===== src/sv/sbusfd_pkg.sv =====
// ----------------------------------------------------------------------------
// sbusfd_pkg
// Shared types and constants of the remote-control frame decoder.
// ----------------------------------------------------------------------------
package sbusfd_pkg;

   // frame layout
   localparam int FrameLen    = 25;
   localparam int StoreLen    = 24;
   localparam int PosWidth    = 5;
   localparam int FlagPos     = 23;
   localparam int EndPos      = 24;

   // store: two banks of 32 byte slots, bank bit on top of the position
   localparam int RamDepth    = 64;
   localparam int RamAddrW    = 6;

   // channel unpacking
   localparam int ChanCount   = 10;
   localparam int ChanWidth   = 11;
   localparam int ChanIdxW    = 4;
   localparam int ValueWidth  = 12;
   localparam int BufWidth    = 19;
   localparam int CntWidth    = 5;
   localparam int ReadIdxW    = 4;
   localparam int FirstDataPos = 1;
   localparam int LastDataPos = 14;
   localparam int StickCount  = 4;
   localparam int SwitchCount = 6;
   localparam int SwIdxW      = 3;
   localparam int ThreeWayEnd = 8;

   localparam logic [ChanWidth-1:0] ChanMask = 11'h7FF;
   localparam logic [ChanWidth-1:0] CodeUp   = 11'h161;
   localparam logic [ChanWidth-1:0] CodeMid  = 11'h400;
   localparam logic [ChanWidth-1:0] CodeDown = 11'h69F;
   localparam logic [7:0]           FlagOffA = 8'h0C;
   localparam logic [7:0]           FlagOffB = 8'h0F;

   // reset values of the control registers
   localparam logic [7:0]           HeaderReset = 8'h0F;
   localparam logic [7:0]           EndReset    = 8'h00;
   localparam logic [ChanWidth-1:0] CenterReset = 11'd1024;

   typedef enum logic [1:0] {
      SW_UNSET = 2'd0,
      SW_UP    = 2'd1,
      SW_MID   = 2'd2,
      SW_DOWN  = 2'd3
   } switch_pos_type;

   typedef enum logic [1:0] {
      CSR_HEADER = 2'd0,
      CSR_END    = 2'd1,
      CSR_CENTER = 2'd2
   } csr_index_type;

   // capture -> unpack: start decoding a checked frame
   typedef struct packed {
      logic go;
      logic bank;
      logic online;
   } launch_type;

   // unpack -> capture: which bank is still being read
   typedef struct packed {
      logic busy;
      logic bank;
   } dec_status_type;

endpackage


===== src/sv/sbusfd_ram.sv =====
// ----------------------------------------------------------------------------
// sbusfd_ram
// Generic single-write, single-read RAM with registered read data.
// ----------------------------------------------------------------------------
module sbusfd_ram #(
   parameter int Width = 8,
   parameter int Depth = 64
) (
   input  logic                     clock,
   input  logic                     wr_en,
   input  logic [$clog2(Depth)-1:0] wr_addr,
   input  logic [Width-1:0]         wr_data,
   input  logic                     rd_en,
   input  logic [$clog2(Depth)-1:0] rd_addr,
   output logic [Width-1:0]         rd_data
);

   logic [Width-1:0] mem_ff [Depth];
   logic [Width-1:0] rd_data_ff;

   // write port
   always_ff @(posedge clock) begin
      if (wr_en) begin
         mem_ff[wr_addr] <= wr_data;
      end
   end

   // registered read port
   always_ff @(posedge clock) begin
      if (rd_en) begin
         rd_data_ff <= mem_ff[rd_addr];
      end
   end

   assign rd_data = rd_data_ff;

endmodule


===== src/sv/sbusfd_capture.sv =====
// ----------------------------------------------------------------------------
// sbusfd_capture
// Tracks the byte position, writes frame bytes into the store and checks
// header and end bytes before handing a frame to the unpacker.
// ----------------------------------------------------------------------------
module sbusfd_capture (
   input  logic                           clock,
   input  logic                           reset,
   input  logic                           req_valid,
   output logic                           req_ready,
   input  logic [7:0]                     req_rx_byte,
   input  logic                           req_frame_start,
   input  logic [7:0]                     header_byte,
   input  logic [7:0]                     end_byte,
   input  sbusfd_pkg::dec_status_type     dec_status,
   output sbusfd_pkg::launch_type         launch,
   output logic                           wr_en,
   output logic [sbusfd_pkg::RamAddrW-1:0] wr_addr,
   output logic [7:0]                     wr_data
);

   logic [sbusfd_pkg::PosWidth-1:0] pos_ff, pos_in;
   logic                            bank_ff, bank_in;
   logic [7:0]                      hdr_ff, hdr_in;
   logic [7:0]                      flag_ff, flag_in;
   logic                            accept;
   logic                            stall;
   logic                            in_store;
   logic                            at_end;

   assign in_store = (pos_ff < sbusfd_pkg::PosWidth'(sbusfd_pkg::StoreLen));
   assign at_end   = (pos_ff == sbusfd_pkg::PosWidth'(sbusfd_pkg::EndPos));

   // hold off bytes that would land in the bank under decode, and end bytes
   // while the unpacker is still busy
   always_comb begin
      stall = 1'b0;
      if (dec_status.busy) begin
         if (req_frame_start) begin
            stall = (~bank_ff == dec_status.bank);
         end else begin
            stall = at_end || (in_store && (bank_ff == dec_status.bank));
         end
      end
   end

   assign req_ready = !stall;
   assign accept    = req_valid && req_ready;

   // position tracking, store writes and frame check
   always_comb begin
      pos_in      = pos_ff;
      bank_in     = bank_ff;
      hdr_in      = hdr_ff;
      flag_in     = flag_ff;
      wr_en       = 1'b0;
      wr_addr     = {bank_ff, pos_ff};
      wr_data     = req_rx_byte;
      launch      = '0;
      launch.bank = bank_ff;
      if (accept) begin
         if (req_frame_start) begin
            bank_in = ~bank_ff;
            pos_in  = sbusfd_pkg::PosWidth'(1);
            hdr_in  = req_rx_byte;
            wr_en   = 1'b1;
            wr_addr = {~bank_ff, {sbusfd_pkg::PosWidth{1'b0}}};
         end else if (in_store) begin
            wr_en  = 1'b1;
            pos_in = pos_ff + sbusfd_pkg::PosWidth'(1);
            if (pos_ff == sbusfd_pkg::PosWidth'(sbusfd_pkg::FlagPos)) begin
               flag_in = req_rx_byte;
            end
         end else if (at_end) begin
            pos_in        = sbusfd_pkg::PosWidth'(sbusfd_pkg::FrameLen);
            launch.go     = (hdr_ff == header_byte) && (req_rx_byte == end_byte);
            launch.online = !((flag_ff == sbusfd_pkg::FlagOffA) ||
                              (flag_ff == sbusfd_pkg::FlagOffB));
         end
      end
   end

   always_ff @(posedge clock) begin
      if (reset) begin
         pos_ff  <= sbusfd_pkg::PosWidth'(sbusfd_pkg::FrameLen);
         bank_ff <= 1'b0;
      end else begin
         pos_ff  <= pos_in;
         bank_ff <= bank_in;
      end
   end

   // frame bytes kept outside the store for the checks
   always_ff @(posedge clock) begin
      hdr_ff  <= hdr_in;
      flag_ff <= flag_in;
   end

endmodule


===== src/sv/sbusfd_unpack.sv =====
// ----------------------------------------------------------------------------
// sbusfd_unpack
// Reads the data bytes of a checked frame from the store, slices them into
// eleven-bit channels, updates the held switches and drives the result register.
// ----------------------------------------------------------------------------
module sbusfd_unpack (
   input  logic                                   clock,
   input  logic                                   reset,
   input  sbusfd_pkg::launch_type                 launch,
   output sbusfd_pkg::dec_status_type             dec_status,
   input  logic [sbusfd_pkg::ChanWidth-1:0]       center_offset,
   output logic                                   rd_en,
   output logic [sbusfd_pkg::RamAddrW-1:0]        rd_addr,
   input  logic [7:0]                             rd_data,
   output logic                                   rsp_valid,
   input  logic                                   rsp_ready,
   output logic [sbusfd_pkg::ChanIdxW-1:0]        rsp_channel_index,
   output logic signed [sbusfd_pkg::ValueWidth-1:0] rsp_channel_value,
   output logic [1:0]                             rsp_switch_position,
   output logic                                   rsp_link_online,
   output logic                                   rsp_last_channel
);

   localparam int BW = sbusfd_pkg::BufWidth;
   localparam int CW = sbusfd_pkg::CntWidth;
   localparam int NW = sbusfd_pkg::ChanWidth;

   logic                                busy_ff, busy_in;
   logic                                bank_ff, bank_in;
   logic                                online_ff, online_in;
   logic [sbusfd_pkg::ReadIdxW-1:0]     rd_idx_ff, rd_idx_in;
   logic                                rdv_ff, rdv_in;
   logic [BW-1:0]                       buf_ff, buf_in;
   logic [CW-1:0]                       cnt_ff, cnt_in;
   logic [sbusfd_pkg::ChanIdxW-1:0]     ch_ff, ch_in;
   logic [1:0]                          sw_ff [sbusfd_pkg::SwitchCount];
   logic [1:0]                          sw_new;
   logic [sbusfd_pkg::SwIdxW-1:0]       sw_idx;
   logic                                is_switch;
   logic                                emit;
   logic                                slot_free;
   logic [BW-1:0]                       buf_a;
   logic [CW-1:0]                       cnt_a;
   logic [NW-1:0]                       raw;
   logic [sbusfd_pkg::ValueWidth-1:0]   value;

   logic                                out_valid_ff, out_valid_in;
   logic [sbusfd_pkg::ChanIdxW-1:0]     out_idx_ff;
   logic [sbusfd_pkg::ValueWidth-1:0]   out_value_ff;
   logic [1:0]                          out_sw_ff;
   logic                                out_online_ff;
   logic                                out_last_ff;

   assign dec_status.busy = busy_ff;
   assign dec_status.bank = bank_ff;

   // a channel leaves when eleven bits are buffered and the result slot frees
   assign slot_free = !out_valid_ff || rsp_ready;
   assign emit      = busy_ff && (cnt_ff >= CW'(NW)) && slot_free;
   assign raw       = buf_ff[NW-1:0] & sbusfd_pkg::ChanMask;
   assign is_switch = (ch_ff >= sbusfd_pkg::ChanIdxW'(sbusfd_pkg::StickCount));
   assign sw_idx    = sbusfd_pkg::SwIdxW'(ch_ff - sbusfd_pkg::ChanIdxW'(sbusfd_pkg::StickCount));

   // held switch update on an exact code match
   always_comb begin
      sw_new = sw_ff[sw_idx];
      if (raw == sbusfd_pkg::CodeUp) begin
         sw_new = sbusfd_pkg::SW_UP;
      end else if ((ch_ff < sbusfd_pkg::ChanIdxW'(sbusfd_pkg::ThreeWayEnd)) &&
                   (raw == sbusfd_pkg::CodeMid)) begin
         sw_new = sbusfd_pkg::SW_MID;
      end else if (raw == sbusfd_pkg::CodeDown) begin
         sw_new = sbusfd_pkg::SW_DOWN;
      end
   end

   // sticks are centered, switches pass raw
   always_comb begin
      if (is_switch) begin
         value = {1'b0, raw};
      end else begin
         value = {1'b0, raw} - {1'b0, center_offset};
      end
   end

   // bit buffer: drop an emitted channel, then append the byte read last cycle
   always_comb begin
      buf_a = emit ? (buf_ff >> NW) : buf_ff;
      cnt_a = emit ? (cnt_ff - CW'(NW)) : cnt_ff;
      buf_in = buf_a;
      cnt_in = cnt_a;
      if (rdv_ff) begin
         buf_in = buf_a | (BW'(rd_data) << cnt_a);
         cnt_in = cnt_a + CW'(8);
      end
   end

   // read the next byte only when the buffer can surely take it
   assign rd_en   = busy_ff && (rd_idx_ff <= sbusfd_pkg::ReadIdxW'(sbusfd_pkg::LastDataPos)) &&
                    (cnt_in < CW'(NW));
   assign rd_addr = {bank_ff, 1'b0, rd_idx_ff};

   // sequencing of one frame
   always_comb begin
      busy_in   = busy_ff;
      bank_in   = bank_ff;
      online_in = online_ff;
      rd_idx_in = rd_en ? (rd_idx_ff + sbusfd_pkg::ReadIdxW'(1)) : rd_idx_ff;
      rdv_in    = rd_en;
      ch_in     = emit ? (ch_ff + sbusfd_pkg::ChanIdxW'(1)) : ch_ff;
      if (emit && (ch_ff == sbusfd_pkg::ChanIdxW'(sbusfd_pkg::ChanCount - 1))) begin
         busy_in = 1'b0;
      end
      if (launch.go) begin
         busy_in   = 1'b1;
         bank_in   = launch.bank;
         online_in = launch.online;
         rd_idx_in = sbusfd_pkg::ReadIdxW'(sbusfd_pkg::FirstDataPos);
         rdv_in    = 1'b0;
         ch_in     = '0;
      end
   end

   always_ff @(posedge clock) begin
      if (reset) begin
         busy_ff <= 1'b0;
         rdv_ff  <= 1'b0;
      end else begin
         busy_ff <= busy_in;
         rdv_ff  <= rdv_in;
      end
   end

   always_ff @(posedge clock) begin
      bank_ff   <= bank_in;
      online_ff <= online_in;
      rd_idx_ff <= rd_idx_in;
      ch_ff     <= ch_in;
      if (launch.go) begin
         buf_ff <= '0;
         cnt_ff <= '0;
      end else begin
         buf_ff <= buf_in;
         cnt_ff <= cnt_in;
      end
   end

   // held switch states
   always_ff @(posedge clock) begin
      if (reset) begin
         for (int i = 0; i < sbusfd_pkg::SwitchCount; i++) begin
            sw_ff[i] <= sbusfd_pkg::SW_UNSET;
         end
      end else if (emit && is_switch) begin
         sw_ff[sw_idx] <= sw_new;
      end
   end

   // result register
   assign out_valid_in = emit || (out_valid_ff && !rsp_ready);

   always_ff @(posedge clock) begin
      if (reset) begin
         out_valid_ff <= 1'b0;
      end else begin
         out_valid_ff <= out_valid_in;
      end
   end

   always_ff @(posedge clock) begin
      if (emit) begin
         out_idx_ff    <= ch_ff;
         out_value_ff  <= value;
         out_sw_ff     <= is_switch ? sw_new : sbusfd_pkg::SW_UNSET;
         out_online_ff <= online_ff;
         out_last_ff   <= (ch_ff == sbusfd_pkg::ChanIdxW'(sbusfd_pkg::ChanCount - 1));
      end
   end

   assign rsp_valid           = out_valid_ff;
   assign rsp_channel_index   = out_idx_ff;
   assign rsp_channel_value   = out_value_ff;
   assign rsp_switch_position = out_sw_ff;
   assign rsp_link_online     = out_online_ff;
   assign rsp_last_channel    = out_last_ff;

   // a frame is only handed over while the unpacker is free
   assert property (@(posedge clock) disable iff (reset) launch.go |-> !busy_ff)
      else $error("frame launched while unpacker busy");

   // a pending read always fits into the bit buffer
   assert property (@(posedge clock) disable iff (reset) rdv_ff |-> (cnt_ff < CW'(NW)))
      else $error("read data would overflow bit buffer");

   // a stalled result is never overwritten
   assert property (@(posedge clock) disable iff (reset)
      (out_valid_ff && !rsp_ready) |=> (out_valid_ff && $stable(out_idx_ff) &&
                                        $stable(out_value_ff)))
      else $error("stalled result overwritten");

   // the last flag only ever marks channel nine
   assert property (@(posedge clock) disable iff (reset)
      (out_valid_ff && out_last_ff) |->
         (out_idx_ff == sbusfd_pkg::ChanIdxW'(sbusfd_pkg::ChanCount - 1)))
      else $error("last flag on wrong channel");

endmodule


===== src/sv/sbus_frame_decoder.sv =====
// ----------------------------------------------------------------------------
// sbus_frame_decoder
// Remote-control frame decoder: checks 25-byte frames and reports ten channels.
// ----------------------------------------------------------------------------
// Usage:
//  - req_ channel takes one received byte per item; req_frame_start marks the
//    first byte of a frame. Bytes before any start and past the 25th are
//    dropped until the next start.
//  - csr_ port writes header byte, end byte and center offset at any edge
//    with csr_wr_en high; write only while no frame results are pending.
//  - a frame whose first and last bytes match gives ten rsp_ items, channel 0
//    to 9, the last one flagged by rsp_last_channel; a bad frame gives none.
//  - bytes are taken one per cycle while req_ready is high. Frame bytes go
//    to a two-bank store, so the next frame fills one bank while the unpacker
//    reads the other. A good end byte launches the unpacker, whose results pass
//    through the output register; each store read waits until the eleven-bit
//    slicer has room for the byte.
//  - req_ready drops when an end byte, or a third frame's bytes, arrive while
//    the previous frame is still unpacked.
//  - a stalled rsp_ item holds in the output register; unpacking pauses
//    behind it while input bytes keep flowing into the other bank.
//  - reset restores the register defaults, clears the held switches to unset
//    and waits for a frame start. The byte store is not cleared.
// ----------------------------------------------------------------------------
module sbus_frame_decoder (
   input  logic                                     clock,
   input  logic                                     reset,
   input  logic                                     req_valid,
   output logic                                     req_ready,
   input  logic [7:0]                               req_rx_byte,
   input  logic                                     req_frame_start,
   output logic                                     rsp_valid,
   input  logic                                     rsp_ready,
   output logic [sbusfd_pkg::ChanIdxW-1:0]          rsp_channel_index,
   output logic signed [sbusfd_pkg::ValueWidth-1:0] rsp_channel_value,
   output logic [1:0]                               rsp_switch_position,
   output logic                                     rsp_link_online,
   output logic                                     rsp_last_channel,
   input  logic                                     csr_wr_en,
   input  logic [1:0]                               csr_index,
   input  logic [sbusfd_pkg::ChanWidth-1:0]         csr_wdata
);

   logic [7:0]                         header_byte_ff;
   logic [7:0]                         end_byte_ff;
   logic [sbusfd_pkg::ChanWidth-1:0]   center_offset_ff;
   sbusfd_pkg::launch_type             launch;
   sbusfd_pkg::dec_status_type         dec_status;
   logic                               wr_en;
   logic [sbusfd_pkg::RamAddrW-1:0]    wr_addr;
   logic [7:0]                         wr_data;
   logic                               rd_en;
   logic [sbusfd_pkg::RamAddrW-1:0]    rd_addr;
   logic [7:0]                         rd_data;

   // control registers
   always_ff @(posedge clock) begin
      if (reset) begin
         header_byte_ff   <= sbusfd_pkg::HeaderReset;
         end_byte_ff      <= sbusfd_pkg::EndReset;
         center_offset_ff <= sbusfd_pkg::CenterReset;
      end else if (csr_wr_en) begin
         unique case (csr_index)
            sbusfd_pkg::CSR_HEADER: begin
               header_byte_ff <= csr_wdata[7:0];
            end
            sbusfd_pkg::CSR_END: begin
               end_byte_ff <= csr_wdata[7:0];
            end
            sbusfd_pkg::CSR_CENTER: begin
               center_offset_ff <= csr_wdata;
            end
            default: begin
            end
         endcase
      end
   end

   sbusfd_capture u_capture (
      .clock           (clock),
      .reset           (reset),
      .req_valid       (req_valid),
      .req_ready       (req_ready),
      .req_rx_byte     (req_rx_byte),
      .req_frame_start (req_frame_start),
      .header_byte     (header_byte_ff),
      .end_byte        (end_byte_ff),
      .dec_status      (dec_status),
      .launch          (launch),
      .wr_en           (wr_en),
      .wr_addr         (wr_addr),
      .wr_data         (wr_data)
   );

   sbusfd_ram #(
      .Width (8),
      .Depth (sbusfd_pkg::RamDepth)
   ) u_store (
      .clock   (clock),
      .wr_en   (wr_en),
      .wr_addr (wr_addr),
      .wr_data (wr_data),
      .rd_en   (rd_en),
      .rd_addr (rd_addr),
      .rd_data (rd_data)
   );

   sbusfd_unpack u_unpack (
      .clock               (clock),
      .reset               (reset),
      .launch              (launch),
      .dec_status          (dec_status),
      .center_offset       (center_offset_ff),
      .rd_en               (rd_en),
      .rd_addr             (rd_addr),
      .rd_data             (rd_data),
      .rsp_valid           (rsp_valid),
      .rsp_ready           (rsp_ready),
      .rsp_channel_index   (rsp_channel_index),
      .rsp_channel_value   (rsp_channel_value),
      .rsp_switch_position (rsp_switch_position),
      .rsp_link_online     (rsp_link_online),
      .rsp_last_channel    (rsp_last_channel)
   );

endmodule


===== config.mk =====
export PLATFORM = sky130hd
export DESIGN_NAME = sbus_frame_decoder
export DESIGN_NICKNAME = d
export VERILOG_FILES = /design/src/sv/sbusfd_pkg.sv /design/src/sv/sbusfd_ram.sv /design/src/sv/sbusfd_capture.sv /design/src/sv/sbusfd_unpack.sv /design/src/sv/sbus_frame_decoder.sv
export SDC_FILE = /design/constraint.sdc
export NUM_CORES = 1
export LEC_CHECK = 0
export BUFFER_PORTS_ARGS = -buffer_cell sky130_fd_sc_hd__buf_4
export CORE_ASPECT_RATIO = 1.2
export CORE_MARGIN = 4
export CORE_UTILIZATION = 55
export DETAILED_ROUTE_END_ITERATION = 6
export PLACE_DENSITY_LB_ADDON = 0.15
export SLEW_MARGIN = 10
export SYNTH_ARGS = -nofsm -noshare
export SYNTH_HDL_FRONTEND = slang
export SYNTH_SLANG_ARGS = --single-unit

===== constraint.sdc =====
create_clock -name clock -period 2.8 [get_ports clock]
set_clock_uncertainty 0.1 [all_clocks]
set_input_delay 0 -clock clock [delete_from_list [all_inputs] [get_ports clock]]
set_output_delay 0 -clock clock [all_outputs]
set_load 0.02 [all_outputs]

# After elaboration in Yosys (flattened, before gate mapping)
# Memories as Yosys holds them, arrays and structs flattened. A register that Yosys moved wholly into a read port is not among the register bits.
# Cells that the tools add are included.
[totals] word_cells=122 reg_bits=106 ramBits=524 n_memories=2 inputBits=27 output_inout_bits=22
[mem_list] memory="u_store.mem_ff" depth=64 width=8 rd=1 rd_ports_with_merged_regs=1 write_ports=1 line_no="sbusfd_ram.sv:18" source="logic [Width-1:0] mem_ff [Depth];"
[mem_list] memory="u_unpack.sw_ff" depth=6 width=2 rd=1 rd_ports_with_merged_regs=0 write_ports=6 line_no="sbusfd_unpack.sv:36" source="logic [1:0] sw_ff [sbusfd_pkg::SwitchCount];"
[op_classes] addsub=7 n_lt_le_gt_ge=6 muxes=34 n_eq_ne=14 shift=1 bitwise=5 n_reduce_logical=31
[ops] cell="2-to-1 mux 19 bit" n=2
[ops] cell="2-to-1 mux 5 bit" n=5
[ops] cell="equality test 11 bit (second input constant)" n=2
[ops] cell="2-to-1 mux 1 bit" n=19
[ops] cell="OR 19 bit" n=1
[ops] cell="<< shifter 8 x 5 -> 19 bit" n=1
[ops] cell="equality test 8 x 4 -> 1 bit (second input constant)" n=2
[ops] cell="equality test 8 bit" n=2
[ops] cell="2-to-1 mux 6 bit" n=2
[ops] cell="subtractor 11 x 11 -> 12 bit" n=1
[ops] cell="equality test 11 x 9 -> 1 bit (second input constant)" n=1
[ops] cell="logical AND 1 bit" n=11
[ops] cell="2-to-1 mux 11 bit" n=1
[ops] cell="equality test 5 bit (second input constant)" n=2
[ops] cell="AND reduction 2 bit" n=5
[ops] cell="adder 4 x 1 -> 4 bit (second input constant)" n=2
[ops] cell="2-to-1 mux 2 bit" n=4
[ops] cell="adder 5 x 1 -> 5 bit (second input constant)" n=1
[ops] cell="adder 5 x 4 -> 5 bit (second input constant)" n=1
[ops] cell="greater-or-equal comparator 5 x 4 -> 1 bit (second input constant)" n=1
[ops] cell="less-than comparator 5 x 4 -> 1 bit (second input constant)" n=1
[ops] cell="less-than comparator 5 bit (second input constant)" n=1
[ops] cell="subtractor 5 x 4 -> 5 bit (second input constant)" n=1
[ops] cell="equality test 4 bit (second input constant)" n=1
[ops] cell="17 further kinds" n=28

# Logic depth before layout (Yosys ltp)
[depth] ltp_word=10 ltp_mapped=10

# Hierarchy
# A second synthesis with hierarchy kept.
[hier_totals] hier_cells=1657 hier_area_um2=27149.8
[by_module_without_submodules] mod="sbusfd_ram" area_per_inst_um2=20246.9 cells_each=940 instances=1
[by_module_without_submodules] mod="sbusfd_unpack" area_per_inst_um2=4490.6 cells_each=491 instances=1
[by_module_without_submodules] mod="sbusfd_capture" area_per_inst_um2=1271.2 cells_each=117 instances=1
[by_module_without_submodules] mod="sbus_frame_decoder" area_per_inst_um2=1141.1 cells_each=109 instances=1

# Worst setup path after synthesis
# No wires, ideal clock.
[synth_path] kind="register to register" from="register u_capture.pos_ff[1] (netlist bit)" to="register u_capture.flag_ff[0], enable pin" path_buffers=1 synth_period_minus_slack_ns=3.266 arrival_time_ns=2.771 setup_slack_ns=-0.466 stages_incl_launch_ff=10 t_required_ns=2.305 setup_ns=0.395 cell_sequence="dfxtp_1 inv_1 ha_1 and4b_1 o21bai_1 o211ai_1 and2_1 clkbuf_1 nand3_1 nor4_1"
[synth_between] elab_chain_len=8 word_cells_on_any_way=10 cone_classes="order compare: 1; eq/ne: 2; mux: 2; reduce/logical: 5"
[synth_lines] item="start, declared" line_no="sbusfd_capture.sv:22" source="logic [sbusfd_pkg::PosWidth-1:0] pos_ff, pos_in;"
[synth_lines] item="start signal, assigned" line_no="sbusfd_capture.sv:85" source="pos_ff <= sbusfd_pkg::PosWidth'(sbusfd_pkg::FrameLen);"
[synth_lines] item="start signal, assigned" line_no="sbusfd_capture.sv:88" source="pos_ff <= pos_in;"
[synth_lines] item="less-than comparator 5 bit" line_no="sbusfd_capture.sv:31" source="assign in_store = (pos_ff < sbusfd_pkg::PosWidth'(sbusfd_pkg::StoreLen));"
[synth_lines] item="logical AND 1 bit" line_no="sbusfd_capture.sv:42" source="stall = at_end || (in_store && (bank_ff == dec_status.bank));"
[synth_lines] item="logical OR 1 bit (*)" line_no="sbusfd_capture.sv:42"
[synth_lines] item="2-to-1 mux 1 bit (*)" line_no="sbusfd_capture.sv:39" source="if (req_frame_start) begin"
[synth_lines] item="2-to-1 mux 1 bit (*)" line_no="sbusfd_capture.sv:38" source="if (dec_status.busy) begin"
[synth_lines] item="zero test 1 bit (*)" line_no="sbusfd_capture.sv:47" source="assign req_ready = !stall;"
[synth_lines] item="via req_ready" line_no="sbus_frame_decoder.sv:29" source="output logic req_ready,"
[synth_lines] item="logical AND 1 bit (*)" line_no="sbusfd_capture.sv:48" source="assign accept = req_valid && req_ready;"
[synth_lines] item="AND reduction 4 bit (no source line) (*)"
[synth_lines] item="end signal, assigned" line_no="sbusfd_capture.sv:96" source="flag_ff <= flag_in;"
[synth_lines] item="end, declared" line_no="sbusfd_capture.sv:25" source="logic [7:0] flag_ff, flag_in;"
# Mark *: on every way through the listed nets, which the timed path passes. The rest lies on a longest branch.
# A chain may end at the register's enable or synchronous reset.

# Final worst setup path
[layout_path] from="register u_unpack.cnt_ff[0]" to="register u_unpack.buf_ff[16]"
[layout_between] elab_chain_len=7 word_cells_on_any_way=9 cone_classes="add/sub: 1; order compare: 1; shift: 1; mux: 3; bitwise: 1; reduce/logical: 2"
[layout_lines] item="start, declared" line_no="sbusfd_unpack.sv:34" source="logic [CW-1:0] cnt_ff, cnt_in;"
[layout_lines] item="start signal, assigned" line_no="sbusfd_unpack.sv:144" source="cnt_ff <= cnt_in;"
[layout_lines] item="greater-or-equal comparator 5 x 4 -> 1 bit" line_no="sbusfd_unpack.sv:59" source="assign emit = busy_ff && (cnt_ff >= CW'(NW)) && slot_free;"
[layout_lines] item="logical AND 1 bit (2 in a row)" line_no="sbusfd_unpack.sv:59"
[layout_lines] item="2-to-1 mux 5 bit" line_no="sbusfd_unpack.sv:89" source="cnt_a = emit ? (cnt_ff - CW'(NW)) : cnt_ff;"
[layout_lines] item="<< shifter 8 x 5 -> 19 bit" line_no="sbusfd_unpack.sv:93" source="buf_in = buf_a | (BW'(rd_data) << cnt_a);"
[layout_lines] item="OR 19 bit" line_no="sbusfd_unpack.sv:93"
[layout_lines] item="2-to-1 mux 19 bit (*)" line_no="sbusfd_unpack.sv:92" source="if (rdv_ff) begin"
[layout_lines] item="end signal, assigned" line_no="sbusfd_unpack.sv:143" source="buf_ff <= buf_in;"
[layout_lines] item="end, declared" line_no="sbusfd_unpack.sv:33" source="logic [BW-1:0] buf_ff, buf_in;"
# Every way passes the cells marked *; elsewhere a longest branch is shown, timed or not.

==> results.md <==
- The area of the die is between 30,000 and 40,000 sq um.
- The via count of the first global-routing pass is 10,716.
- Counting the buffers created by CTS gives 39.
- Counting every net in the synthesized netlist gives between 1,000 and 1,500.
- The wire-length estimate of the detail-placed layout is between 20 and 30 mm.
- Relative to the synthesized area, the layout overhead comes to 18.0%.
- The floorplan step defined a core boundary enclosing between 20,000 and 30,000 sq um.
- The worst slew margin relative to its limit is 43.1%.
- 0 antenna diodes ended up in the layout.
- The initial antenna violation count was 0.
- Counting the fill cells in the layout gives 2,184.
- The critical path launch point type is a register.
- The setup slack after layout is about 71 ps.
- The routed wire length per instance is approximately 23 um.
- Setup violations remaining at the end of the flow were counted as 0.
- The final routed wirelength across all metal layers is around 40 mm.
- The total power density per cell area is 598 nW/um^2.
- The worst vdd rail ir drop is 816 uV.
- Subtracting the final worst setup slack from the clock period gives ~2700 ps.
- By startpoint and endpoint, the worst setup path is classified as reg2reg.
- In this run, distinct cell masters in the synthesized netlist total 70.
- Once layout is complete, the utilization of the core stands at 66.0%.
- The synthesized design contains 318 enable-type register cells.
- The startpoint identified for the worst register-to-register timing path is u_unpack.cnt_ff[0].
- The post-detailed-route via-to-cell ratio is about 6.1.
- In this run the critical register-to-register path is captured at u_unpack.buf_ff[16].
- Along the worst path, the maximum fanout reaches 11.
- The average instance area after synthesis is 14.0 sq um.
- OpenSTA, run right after detailed placement, puts the worst setup slack at 29.1 ps.
- The setup slack of the most critical reg-to-reg path is roughly 71 ps.
- In this run the tool buffered the top-level ports with between 40 and 50 buffer cells.
- The total congestion overflow after global routing is 0.
- The first-pass detailed-route iteration total is 5.
- Max-cap violations in this run came to 0.
- After clock tree synthesis, the clock-pin slew on the worst setup and hold paths is 60 ps.
- For this run, asynchronously set or reset flops after synthesis account for 0%.
- The end point of the most critical hold path is u_store.mem_ff[35][6].
- The clock net sink count is 386.
- The worst setup path is captured at a register.
- The max-slew violation total from the final report was 0.
- In this run the deepest clock path goes through 3 buffers.
- The post-place instance area is about 18,000 sq um.
- The last weighted congestion value of the routability-driven placer is 0.924.
- At the worst endpoint, the arrival time is just over 3000 ps.
- The synthesized netlist occupies a cell area of 16,700 sq um.
- The critical hold path startpoint is req_rx_byte[6].
- The largest net degree at the start of global routing is 35.
- The first global-routing pass estimated 61.7 mm of wire.
- The count of standard-cell rows is 69.
- The clock tree synthesis step divided the H-tree into 2 levels.
- The number of cells in the finished layout apart from fillers is 1,743.
- At the pin with the least slew margin, the transition time is between 800 and 900 ps.
- After layout, the worst path uses 97.5% of the clock period.
- For this block, the initial DRC count from the detailed router was 927.
- The share of post-route cells with drive strength above 1 is roughly a fifth.
- The count of vias placed by the detailed router is around 11,000.
- The later pin in the worst-skew pair is clocked with a latency of 530 ps.
- The number of top-level design ports is between 40 and 50.
- In this run the horizontal extent of the chip is between 150 and 200 um.
- The classification of the worst-slack hold path is in2reg.
- The run finished with clean final reports.
- For the worst flop-to-flop path, the logic depth is 9.
- Along the worst hold path, the cell count comes to 2.
- TritonCTS built the clock tree.
- The fmax is 366 MHz.
- For this run, the number of Yosys warnings is 0.
- The number of DRC violations after detailed routing is 0.
- The final hold violation count is 0.
- Final hold analysis gives a worst-case slack of 17.6 ps.
- The finished cells cover 19,700 sq um.
- The total instance count after detailed placement is ~1,600.
- The post-synthesis sequential area ratio is 65.4%.
- The number of standard cells after synthesis is approximately 1,200.
- Across every metal layer, demand over resource in global routing totals approximately a quarter.
- The count of nets left with antenna violations once routing finished came out at 0.
- In the final design database the tool counted about 1,400 nets.
- For this configuration, the core starts out at a cell density of 56.0%.
- The height of the die is roughly 200 um.
- For this run, the leading register cell type out of synthesis is edfxtp_1.
- Clock tree synthesis selected as its root buffer the cell clkbuf_16.
- The leakage component of the power is roughly 6.6 nW.
- After synthesis the netlist holds a flip-flop and latch count of between 300 and 400.
- The endpoint required time on the critical path is about 3200 ps.
==> cells in the mapped netlist (3+ instances only) <==
cell type,count,area (sq um)
nor3b_1,3,22.5
xnor2_1,10,87.6
nand3_1,14,70.1
dfxtp_1,68,1360
or3_1,4,25.0
o22ai_1,10,62.6
mux4_2,44,991
buf_2,15,75.1
o211ai_1,4,30.0
a221oi_1,4,35.0
o21ai_0,54,270
nand2_1,83,312
o21a_1,4,30.0
xor2_1,18,158
a22oi_1,4,30.0
nor4_1,13,81.3
clkbuf_1,34,128
a211oi_1,4,30.0
and2_1,7,43.8
nand4_1,4,25.0
o221ai_1,34,298
buf_1,13,48.8
mux2i_1,102,1020
nor2b_1,5,31.3
a21oi_1,35,175
nor2_1,119,447
o41ai_1,4,35.0
nand2b_1,13,81.3
nand3b_1,6,45.0
o22a_1,3,26.3
mux2_2,8,90.1
inv_1,31,116
edfxtp_1,318,9550
a31oi_1,5,31.3
nor3_1,20,100
ha_1,18,225
o31ai_1,4,30.0
o31a_1,3,26.3
or2_2,6,37.5
==> worst max-delay path by stage <==
| stage | start | endpoint | slack [ps] | cells past startpoint |
|---|---|---|---|---|
| after floorplan | u_capture.pos_ff[0] | u_store.mem_ff[4][0] | 10 | 10 |
| after global placement | u_capture.pos_ff[0] | u_store.mem_ff[38][6] | 160 | 9 |
| after detailed placement | u_capture.pos_ff[1] | u_store.mem_ff[38][6] | 30 | 9 |
| after CTS | u_capture.pos_ff[0] | u_store.mem_ff[38][6] | 30 | 9 |
| after global routing | u_capture.pos_ff[0] | u_store.mem_ff[38][6] | -20 | 9 |
| final | u_unpack.cnt_ff[0] | u_unpack.buf_ff[16] | 70 | 9 |
==> through the flow <==
| stage | total power (W) | TNS [ps] |
|---|---|---|
| after CTS | 0.0118 | 0 |
| after floorplan | 0.00657 | 0 |
| after detailed placement | 0.00677 | 0 |
| after global routing | 0.0121 | -133 |
| after global placement | 0.00676 | 0 |
| final | 0.0118 | 0 |
==> cell usage in the layout (no fill, tap or decap), drive strengths merged, types with 6 or more instances in the layout <==
cell type,count
inv,32
xor2,18
buf,131
mux4,44
mux2i,102
mux2,8
and2,7
o221ai,34
dlygate4sd3,26
nand2b,13
nor3,21
ha,18
nor2,119
xnor2,10
clkbuf,51
edfxtp,318
nand3b,6
nand3,15
nor4,13
clkinv,14
o22ai,11
dfxtp,68
a21oi,35
nand2,83
or2,7
o21ai,55
==> logic make-up after synthesis <==
kind of cell / count (synthesis) / share of synthesized area [%]
muxes: 154 / 12.6
and+or+nand+nor: 311 / 8.65
adders and majority gates: 19 / 1.47
buffers and inverters: 95 / 2.27
DFF: 386 / 65.4
xor gates and xnor gates: 28 / 1.47
AOI/OAI and AO/OA: 195 / 8.08
==> state kept, by name, indices dropped and copies added, names as in the netlist, 2 cells and up <==
signal                        flops
u_store.mem_ff                  256
u_unpack.buf_ff                  19
u_unpack.sw_ff                   16
u_unpack.rsp_channel_value       12
center_offset_ff                 11
end_byte_ff                       8
header_byte_ff                    8
u_capture.flag_ff                 8
u_capture.hdr_ff                  8
u_store.rd_data                   8
u_capture.pos_ff                  5
u_unpack.cnt_ff                   5
u_unpack.ch_ff                    4
u_unpack.rd_idx_ff                4
u_unpack.rsp_channel_index        4
u_unpack.rsp_switch_position      2
==> layout make-up <==
cell class,instances,area (sq um),area share (%)
Tap cell,390,488,2.48
Timing Repair Buffer,157,1300,6.60
Clock buffer,51,1030,5.24
Clock inverter,20,224,1.14
Sequential cell,386,10900,55.5
Multi-Input combinational cell,707,5580,28.4
Inverter,32,123,0.623
==> power breakdown <==
group	total [W]	internal, W	leakage [nW]	switching [W]
logic	0.000417	0.000159	2.53	0.000258
clock network	0.00507	0.00298	0.604	0.00209
registers	0.00627	0.00625	3.42	0.0000217
==> worst max-delay path, stage by stage (launching register included) <==
cell and delay [ps]:
dfxtp_1 320, ha_1 220, or3_4 420, o2111ai_4 360
inv_4 130, xnor2_1 170, o21ai_0 390, a22oi_1 210
nand2b_1 190, a21oi_1 150
==> timing repair <==
action                     4_1_cts  5_1_grt
setup endpoints to repair        0      178
hold buffers                    26        0
gates resized for setup          0        9
buffers inserted                 0        5
hold endpoints to repair        82        0
==> routing by layer <==
metal	track usage [%]	vias to the layer above	routed length (um)
li1	-	4849	-
met2	43.0	361	20800
met4	10.5	0	1860
met5	0	-	0
met1	30.4	5278	15700
met3	2.84	100	2150
Power figures use the tool's default switching activity.
